`config.mk`:
```
export PLATFORM = sky130hd
export DESIGN_NAME = time_of_day_clock
export DESIGN_NICKNAME = d
export VERILOG_FILES = /design/src/sv/tod_pkg.sv /design/src/sv/tod_core.sv /design/src/sv/tod_view.sv /design/src/sv/tod_obuf.sv /design/src/sv/time_of_day_clock.sv
export SDC_FILE = /design/constraint.sdc
export NUM_CORES = 1
export LEC_CHECK = 0
export BUFFER_PORTS_ARGS = -buffer_cell sky130_fd_sc_hd__buf_2
export CORE_UTILIZATION = 35
export CTS_BUF_LIST = sky130_fd_sc_hd__clkbuf_8 sky130_fd_sc_hd__clkbuf_16
export CTS_CLUSTER_DIAMETER = 50
export CTS_CLUSTER_SIZE = 24
export DETAILED_ROUTE_END_ITERATION = 10
export GPL_TIMING_DRIVEN = 0
export PLACE_DENSITY = 0.61
export SLEW_MARGIN = 10
export SYNTH_ARGS = -nofsm -noshare
export SYNTH_HDL_FRONTEND = slang
export SYNTH_SLANG_ARGS = --single-unit
```
`constraint.sdc`:
```
create_clock -name clk -period 15.6 [get_ports clk]
set_clock_uncertainty 0.15 [all_clocks]
set_input_delay 1.56 -clock clk [delete_from_list [all_inputs] [get_ports clk]]
set_output_delay 1.56 -clock clk [all_outputs]
set_load 0.005 [all_outputs]
```
`src/sv/tod_pkg.sv`:
```
// Shared types, constants and a helper function for the time-of-day clock.
package tod_pkg;

  // Operation codes; any other code behaves as a read
  localparam logic [1:0] OP_TICK = 2'd0;
  localparam logic [1:0] OP_SET  = 2'd1;
  localparam logic [1:0] OP_READ = 2'd2;

  // Counter limits
  localparam logic [5:0] SECOND_MAX   = 6'd59;
  localparam logic [5:0] MINUTE_MAX   = 6'd59;
  localparam logic [4:0] HOUR_MAX     = 5'd23;
  localparam logic [4:0] HOUR_NOON    = 5'd12;
  localparam logic [3:0] HOUR12_MAX   = 4'd12;
  localparam logic [4:0] HOUR_PM_OFS  = 5'd12;
  localparam logic [2:0] WEEKDAY_MAX  = 3'd6;
  localparam logic [7:0] TPS_RESET    = 8'd9;

  // floor(x * 167 / 100) == (x * 167 * 5243) >> 19, exact for 6-bit x
  localparam logic [19:0] SCALE_MUL   = 20'd875581;
  localparam int          SCALE_SHIFT = 19;

  // Input item
  typedef struct packed {
    logic [1:0] operation;
    logic [2:0] set_weekday;
    logic [3:0] set_hour;
    logic [5:0] set_minute;
    logic       set_pm;
  } tod_item_t;

  // Result item
  typedef struct packed {
    logic [3:0] hour_twelve;
    logic [4:0] hour_day;
    logic [5:0] minute_now;
    logic [5:0] second_now;
    logic       pm_now;
    logic [2:0] weekday_now;
    logic [6:0] minute_scaled;
    logic [6:0] second_scaled;
    logic       new_day;
    logic       set_rejected;
  } tod_result_t;

  // Time after an item has been applied, passed from core to readout
  typedef struct packed {
    logic [4:0] hour;
    logic [5:0] minute;
    logic [5:0] second;
    logic       pm;
    logic [2:0] weekday;
    logic       new_day;
    logic       set_rejected;
  } tod_time_t;

  // Scaled minute/second readout by constant reciprocal multiply
  function automatic logic [6:0] scale167(input logic [5:0] x);
    logic [25:0] prod;
    prod = {20'd0, x} * {6'd0, SCALE_MUL};
    return prod[SCALE_SHIFT +: 7];
  endfunction

endpackage

```
`src/sv/tod_core.sv`:
```
// Time-keeping state, tick cascade, time load and the ticks-per-second register.
module tod_core (
  input  logic               clk,
  input  logic               rst,
  input  logic               cfg_valid,
  input  logic [7:0]         cfg_data,
  input  logic               item_fire,
  input  tod_pkg::tod_item_t item,
  output tod_pkg::tod_time_t time_next
);
  import tod_pkg::*;

  logic [7:0] ticks_per_second;
  logic [7:0] tick_count;
  logic [5:0] second_count;
  logic [5:0] minute_count;
  logic [4:0] hour_count;
  logic [2:0] weekday_count;
  logic       pm_flag;

  logic [7:0] tick_count_next;
  logic [5:0] second_count_next;
  logic [5:0] minute_count_next;
  logic [4:0] hour_count_next;
  logic [2:0] weekday_count_next;
  logic       pm_flag_next;
  logic       rolled;
  logic       rejected;

  logic [8:0] tick_inc;
  logic [4:0] hour_inc;
  logic       set_ok;

  // Next state for one item
  always_comb begin
    tick_count_next    = tick_count;
    second_count_next  = second_count;
    minute_count_next  = minute_count;
    hour_count_next    = hour_count;
    weekday_count_next = weekday_count;
    pm_flag_next       = pm_flag;
    rolled             = 1'b0;
    rejected           = 1'b0;

    tick_inc = {1'b0, tick_count} + 9'd1;
    hour_inc = hour_count + 5'd1;
    set_ok   = (item.set_hour != 4'd0) && (item.set_hour <= HOUR12_MAX) &&
               (item.set_minute <= MINUTE_MAX);

    case (item.operation)
      OP_TICK: begin
        if (tick_inc >= {1'b0, ticks_per_second}) begin
          tick_count_next = 8'd0;
          if (second_count >= SECOND_MAX) begin
            second_count_next = 6'd0;
            if (minute_count >= MINUTE_MAX) begin
              minute_count_next = 6'd0;
              if (hour_count >= HOUR_MAX) begin
                // midnight: new day
                hour_count_next    = 5'd0;
                pm_flag_next       = 1'b0;
                weekday_count_next = (weekday_count >= WEEKDAY_MAX) ? 3'd0
                                                                    : weekday_count + 3'd1;
                rolled             = 1'b1;
              end else begin
                hour_count_next = hour_inc;
                if (hour_inc >= HOUR_NOON) pm_flag_next = 1'b1;
              end
            end else begin
              minute_count_next = minute_count + 6'd1;
            end
          end else begin
            second_count_next = second_count + 6'd1;
          end
        end else begin
          tick_count_next = tick_inc[7:0];
        end
      end
      OP_SET: begin
        if (set_ok) begin
          weekday_count_next = item.set_weekday;
          if (item.set_hour == HOUR12_MAX && !item.set_pm)
            hour_count_next = 5'd0;
          else if (item.set_hour < HOUR12_MAX && item.set_pm)
            hour_count_next = {1'b0, item.set_hour} + HOUR_PM_OFS;
          else
            hour_count_next = {1'b0, item.set_hour};
          minute_count_next = item.set_minute;
          second_count_next = 6'd0;
          tick_count_next   = 8'd0;
          pm_flag_next      = item.set_pm;
        end else begin
          rejected = 1'b1;
        end
      end
      default: begin
        // read: state unchanged
      end
    endcase
  end

  // Time as seen by this item's result
  assign time_next = '{hour:         hour_count_next,
                       minute:       minute_count_next,
                       second:       second_count_next,
                       pm:           pm_flag_next,
                       weekday:      weekday_count_next,
                       new_day:      rolled,
                       set_rejected: rejected};

  // Configuration register
  always_ff @(posedge clk) begin
    if (rst) begin
      ticks_per_second <= TPS_RESET;
    end else if (cfg_valid) begin
      ticks_per_second <= cfg_data;
    end
  end

  // Time-keeping state, updated on each item transfer
  always_ff @(posedge clk) begin
    if (rst) begin
      tick_count    <= 8'd0;
      second_count  <= 6'd0;
      minute_count  <= 6'd0;
      hour_count    <= 5'd0;
      weekday_count <= 3'd0;
      pm_flag       <= 1'b0;
    end else if (item_fire) begin
      tick_count    <= tick_count_next;
      second_count  <= second_count_next;
      minute_count  <= minute_count_next;
      hour_count    <= hour_count_next;
      weekday_count <= weekday_count_next;
      pm_flag       <= pm_flag_next;
    end
  end

endmodule

```
`src/sv/tod_view.sv`:
```
// Readout formatting: 12-hour form and scaled minute/second values.
module tod_view (
  input  tod_pkg::tod_time_t   time_in,
  output tod_pkg::tod_result_t result_out
);
  import tod_pkg::*;

  logic [3:0] hour12;

  // 0 shows as 12, hours above 12 drop by 12
  always_comb begin
    if (time_in.hour == 5'd0)
      hour12 = HOUR12_MAX;
    else if (time_in.hour > HOUR_NOON)
      hour12 = 4'(time_in.hour - HOUR_PM_OFS);
    else
      hour12 = time_in.hour[3:0];
  end

  assign result_out = '{hour_twelve:   hour12,
                        hour_day:      time_in.hour,
                        minute_now:    time_in.minute,
                        second_now:    time_in.second,
                        pm_now:        time_in.pm,
                        weekday_now:   time_in.weekday,
                        minute_scaled: scale167(time_in.minute),
                        second_scaled: scale167(time_in.second),
                        new_day:       time_in.new_day,
                        set_rejected:  time_in.set_rejected};

endmodule

```
`src/sv/tod_obuf.sv`:
```
// Two-entry result buffer: output register plus skid register.
module tod_obuf (
  input  logic                 clk,
  input  logic                 rst,
  input  logic                 push,
  input  tod_pkg::tod_result_t push_data,
  output logic                 can_push,
  output logic                 out_valid,
  input  logic                 out_ready,
  output tod_pkg::tod_result_t out_data
);
  import tod_pkg::*;

  logic        skid_valid;
  tod_result_t skid_data;

  // Space is known from registered state only
  assign can_push = !skid_valid;

  // Control
  always_ff @(posedge clk) begin
    if (rst) begin
      out_valid  <= 1'b0;
      skid_valid <= 1'b0;
    end else if (!out_valid || out_ready) begin
      if (skid_valid) begin
        out_valid  <= 1'b1;
        skid_valid <= 1'b0;
      end else begin
        out_valid <= push;
      end
    end else if (push) begin
      skid_valid <= 1'b1;
    end
  end

  // Payload
  always_ff @(posedge clk) begin
    if (!out_valid || out_ready) begin
      out_data <= skid_valid ? skid_data : push_data;
    end
    if (out_valid && !out_ready && push) begin
      skid_data <= push_data;
    end
  end

endmodule

```
`src/sv/time_of_day_clock.sv`:
```
// Top level of the time-of-day clock with weekday and 12/24-hour readout.
//
// Item channel (item_valid/item_ready/item): each transfer is a tick, a time
// set or a read. Every item produces exactly one result on the result channel
// (result_valid/result_ready/result) showing the time after the item applies.
// Config channel (cfg_valid/cfg_ready/cfg_data) writes ticks_per_second; it is
// always ready and should only be written while no results are outstanding.
//
// Latency: with the output register free, a result is presented on
// result_valid the cycle after its item transfer; behind a stalled result it
// waits in the second entry. Throughput: one item per clock while item_ready is
// high; the whole tick carry chain and the set conversion are combinational
// ahead of the result register.
// A two-entry output buffer sits before the result port; item_ready drops only
// when both entries hold results the receiver has stalled on, and it comes
// from a register, so there is no path from result_ready to item_ready.
//
// Reset (synchronous): time is 00:00:00 AM on Sunday, sub-second count zero,
// ticks_per_second 9, output buffer empty.
module time_of_day_clock (
  input  logic                 clk,
  input  logic                 rst,
  input  logic                 cfg_valid,
  output logic                 cfg_ready,
  input  logic [7:0]           cfg_data,
  input  logic                 item_valid,
  output logic                 item_ready,
  input  tod_pkg::tod_item_t   item,
  output logic                 result_valid,
  input  logic                 result_ready,
  output tod_pkg::tod_result_t result
);
  import tod_pkg::*;

  logic        item_fire;
  tod_time_t   time_next;
  tod_result_t result_next;

  assign cfg_ready = 1'b1;
  assign item_fire = item_valid && item_ready;

  // State and next-time logic
  tod_core u_core (
    .clk       (clk),
    .rst       (rst),
    .cfg_valid (cfg_valid),
    .cfg_data  (cfg_data),
    .item_fire (item_fire),
    .item      (item),
    .time_next (time_next)
  );

  // Result formatting
  tod_view u_view (
    .time_in    (time_next),
    .result_out (result_next)
  );

  // Output buffering
  tod_obuf u_obuf (
    .clk       (clk),
    .rst       (rst),
    .push      (item_fire),
    .push_data (result_next),
    .can_push  (item_ready),
    .out_valid (result_valid),
    .out_ready (result_ready),
    .out_data  (result)
  );

endmodule

```
After elaboration in Yosys (flattened, before gate mapping)
Index checks and enable logic that the tools add are counted.
- add/subtract/negate cells: 7
- $mul: 2
- order comparisons: 10
- eq/ne operators: 3
- mux-type cells: 45
- reductions and logical operators: 18
- operators with widths (cell ; count):
    $mul A6 B20 Y26 const B ; 2
    $mux W6 ; 7
    $mux W41 ; 1
    $mux W5 ; 7
    $pmux W6 S2 ; 2
    $mux W3 ; 6
    $mux W8 ; 2
    $pmux W8 S2 ; 1
    $mux W1 ; 14
    $add A6 B1 Y6 const B ; 2
    $ge A6 B6 Y1 const B ; 2
    $pmux W5 S2 ; 1
    $add A8 B1 Y9 const B ; 1
    $ge A9 B8 Y1 ; 1
    $mux W4 ; 2
    $logic_and A1 B1 Y1 ; 7
    $le A6 B6 Y1 const B ; 1
    $pmux W3 S2 ; 1
    $add A4 B4 Y5 const B ; 1
    $add A5 B1 Y5 const B ; 1
    $ge A5 B4 Y1 const B ; 1
    $ge A5 B5 Y1 const B ; 1
    $gt A5 B4 Y1 const B ; 1
    $logic_not A5 Y1 ; 1
    other kinds (16) ; 19
- register bits: 121
- input port bits: 29
- word-level logic and storage cells: 114

Longest topological paths before layout
- depth in word-level cells: 10
- mapped depth: 29

Modules after synthesis
A second synthesis with hierarchy kept.
- cells, all modules: 932
- area, all modules: 9774.4 sq um
- by module, submodules not included (module ; instances ; cells an instance ; area each (sq um) ; sequential area each (sq um)):
    tod_view ; 1 ; 399 ; 3477.1 ; 0.0
    tod_obuf ; 1 ; 137 ; 3229.3 ; 2502.4
    tod_core ; 1 ; 393 ; 3050.4 ; 740.7
    time_of_day_clock ; 1 ; 3 ; 17.5 ; 0.0

Least setup slack after synthesis
Ideal clock, no wire load.
- path type: flip-flop to flip-flop
- from: reg u_core.tick_count[0]
- to: reg u_obuf.out_data[7] in the netlist's numbering, data pin
- setup time: 0.260 ns
- data arrival time: 7.095 ns
- slack: 8.095 ns
- cell stages (with the launch flop): 29
- buffers on the path: 1
- period minus slack after synthesis: 7.505 ns
- cells stage by stage: dfxtp_1 > ha_1 > nand3_2 > nor2_1 > xor2_1 > ha_1 > a21o_1 > a21o_1 > or3_1 > buf_2 > o21ai_1 > nand2_1 > o31ai_1 > inv_1 > fa_1 > inv_1 > fa_1 > inv_1 > fa_1 > inv_1 > ha_1 > nand3_1 > o211ai_1 > o32ai_1 > o31ai_1 > and4_4 > a2111oi_4 > xnor2_1 > mux2_4
- RTL lines (item ; line ; RTL):
    from (decl) ; tod_core.sv:14 ; logic [7:0] tick_count;
    from (signal assigned) ; tod_core.sv:130 ; tick_count <= tick_count_next;
    to (signal assigned) ; tod_obuf.sv:40 ; out_data <= skid_valid ? skid_data : push_data;
    to (decl) ; tod_obuf.sv:10 ; output tod_pkg::tod_result_t out_data

==> impl_metrics.yaml <==
detailed_routing:
  avgViaCountPerCell: 5.149
  final_antenna_net_count: 0
  drtPass1Iterations: 5
  totalWireLength_mm: 21.64
  drc: 0
  route.vias.total: 6781
  wire_per_inst_um: 16.43
  dr.first_iter.drc_count: 532
synth:
  synthXorXnorAreaFrac: 0.01762
  synthSimpleGateAreaFrac: 0.1201
  synth_nets: 1071
  ys.flop_type: "edfxtp_1"
  ys_seq_elements: 121
  ys_types: 78
  yosysSeqAreaShare: 0.3625
  syn_area_um2: 8946
  syn_inst: 883
  synth_warnings: 0
  async_flop_share: 0
  synth_top_family_by_area: "adder cells"
  synthAdderAreaFrac: 0.2559
  synth.area.mux_share: 0.03594
  synth_compound_area_frac: 0.1460
  synth.avg_cell_area_um2: 10.13
  synth-edff-count: 82
sta:
  fmax_ghz: 0.1153
  final-hold-violation-count: 0
  slew-limit-headroom: 0.2331
  setup_viol: 0
  rsz0062_at_grt: "no"
  setup_tns_ns: 0
  maxSlewViolCount: 0
  min_period_ns: 8.673
  finalCritPeriodShare: 0.5560
  holdWs_ns: 0.3328
  tightest_slew_ns: 1.142
finish:
  diodes: 0
  area_growth_pct: 16.17
  final_nets: 1162
  final_common_cell: "ha_1"
  layout_common_cells: "ha_1, inv_1, edfxtp_1"
  final_area_um2: 10390
  drive_above_1_share: 0.1641
flow_run:
  maxCapViolCount: 0
cts:
  cts_tree: "built"
  root_buffer: "clkbuf_16"
  cts-htree-levels: 4
  cts_hold_buf: 0
  clock_latency_ns: 0.42
  cts_resized: 0
  path_clk_slew_ns: 0.06
  clockBufferDepth: 2
  cts_sinks: 121
  cts_buffers: 17
  postCtsSetupRepairBufs: 0
global_route:
  grt_pass1_vias: 6501
  grt_pass1_wl_mm: 34.91
  grt_max_degree: 30
  grt_busiest_layer: "met2"
  grt_overflow: 0
  met2_usage: 0.2725
  track_usage: 0.1729
  use_met3: 0.02400
  met1_usage: 0.2417
  grt_antenna_before_repair: 0
floorplan:
  fp-row-count: 58
  dieArea_um2: 26200
  core_area_um2: 25110
  initial_core_util: 0.3563
  die_w_um: 161.9
  die_height_um: 161.9
  num_io_pins: 73
setup_path:
  critPathLaunchType: "register"
  crit_arrival_ns: 8.69
  cp-end-kind: "register"
  slowest_delay_ns: 0.75
  cp.required_ns: 15.62
  critPathKind: "reg -> reg"
  path_max_fanout: 7
  cpMaxStageDelayCell: "o31ai_2"
  critPathMostFrequentCell: "inv_1"
place:
  dp_hpwl_mm: 16.43
  postPlaceCellArea_um2: 9767
  port_buffers: 69
  globalplace.congestion: 0.8746
pwr:
  intPower_uw: 787.1
  pwr-share-comb: 0.276
  p_sw_uw: 346.1
  power.density_nw_per_um2: 109.0
  vdd_drop_max_uv: 59.49
  seq_power_share: 0.348
  leakage_nw: 4.879
  switching_share: 0.3054
  pwr-share-clk: 0.376
hold_path:
  worstHoldPathType: "reg -> reg"
outcome:
  outcome: "complete, no violations"
[cell families after synthesis]
| family | count (synthesis) |
|---|---|
| other | 1 |
| AO/OA/AOI/OAI | 193 |
| adder cells (fa/ha/maj) | 159 |
| buffers and inverters | 143 |
| multiplexers | 29 |
| XOR/XNOR | 18 |
| AND/OR/NAND/NOR | 219 |
| flip-flops | 121 |
[power groups by stage]
| stage | Combinational [mW] | Sequential [mW] | Clock (mW) |
|---|---|---|---|
| after floorplan | 0.217 | 0.404 | 0 |
| after global placement | 0.301 | 0.401 | 0 |
| after detailed placement | 0.311 | 0.402 | 0 |
| after CTS | 0.316 | 0.395 | 0.434 |
| after global routing | 0.360 | 0.397 | 0.446 |
| final | 0.313 | 0.395 | 0.426 |
[registers in the layout, summed over array words and instances (netlist names)]
signal                   cells
u_obuf.out_data             41
u_obuf.skid_data            41
u_core.tick_count            8
u_core.ticks_per_second      8
u_core.minute_count          6
u_core.second_count          6
u_core.hour_count            5
u_core.weekday_count         3
u_core.pm_flag               1
u_obuf.out_valid             1
u_obuf.skid_valid            1
[worst paths after layout]
kind,from,endpoint,slack [ns],cells past startpoint
worst max-delay path,u_core.tick_count[0]$_SDFFE_PP0P_,u_obuf.out_data[7]$_DFFE_PP_,6.93,28
worst min register to register,u_core.ticks_per_second[0]$_SDFFE_PP1P_,u_core.ticks_per_second[0]$_SDFFE_PP1P_,0.33,2
worst min-delay path,u_core.ticks_per_second[0]$_SDFFE_PP1P_,u_core.ticks_per_second[0]$_SDFFE_PP1P_,0.33,2
worst max register to register,u_core.tick_count[0]$_SDFFE_PP0P_,u_obuf.out_data[7]$_DFFE_PP_,6.93,28
[per-layer routing]
metal  part of all wire  vias up
li1                   -     3342
met1               0.49     3238
met2               0.45      177
met3              0.039       24
met4              0.019        0
met5                  0        -
[worst max-delay path, delay by kind of cell (launching register included)]
kind | cells | cell delay, ns
compound gates | 7 | 2.29
mux | 1 | 0.28
xor+xnor | 2 | 0.36
buf+inv | 5 | 0.69
fa+ha+maj | 6 | 2.45
simple gates | 7 | 1.79
flops | 1 | 0.42
[area by class of cell]
cell class,count,area (um^2)
Inverter,115,431.7
Tap cell,330,412.9
Fill cell,2486,14720
Clock buffer,17,425.4
Multi-Input combinational cell,619,5176
Clock inverter,15,195.2
Buffer,28,117.6
Timing Repair Buffer,72,390.4
Sequential cell,121,3243
[through the flow]
step	util	std cells	worst slack, ns	power [mW]
2_1_floorplan	-	883	8.095	0.6208
3_3_place_gp	0.3865	1282	6.647	0.7028
3_5_place_dp	0.3890	1285	6.573	0.7126
4_1_cts	0.4137	1317	6.508	1.144
5_1_grt	0.4139	1317	6.387	1.203
6_report	0.4139	1317	6.927	1.133
[Yosys cell counts, types with 11 or more instances]
cell	instances	area, um^2
a21oi_1	50	250.2
inv_1	111	416.7
a211oi_1	11	82.58
fa_1	40	800.8
clkbuf_1	20	75.07
edfxtp_1	82	2462
a21o_1	11	82.58
nor2_1	60	225.2
o21ai_0	33	165.2
dfxtp_1	39	780.8
nand3_1	22	110.1
o31ai_1	11	82.58
nand2_1	63	236.5
nor3_1	13	65.06
ha_1	119	1489
mux2_2	21	236.5
(Power assumes the default switching activity.)
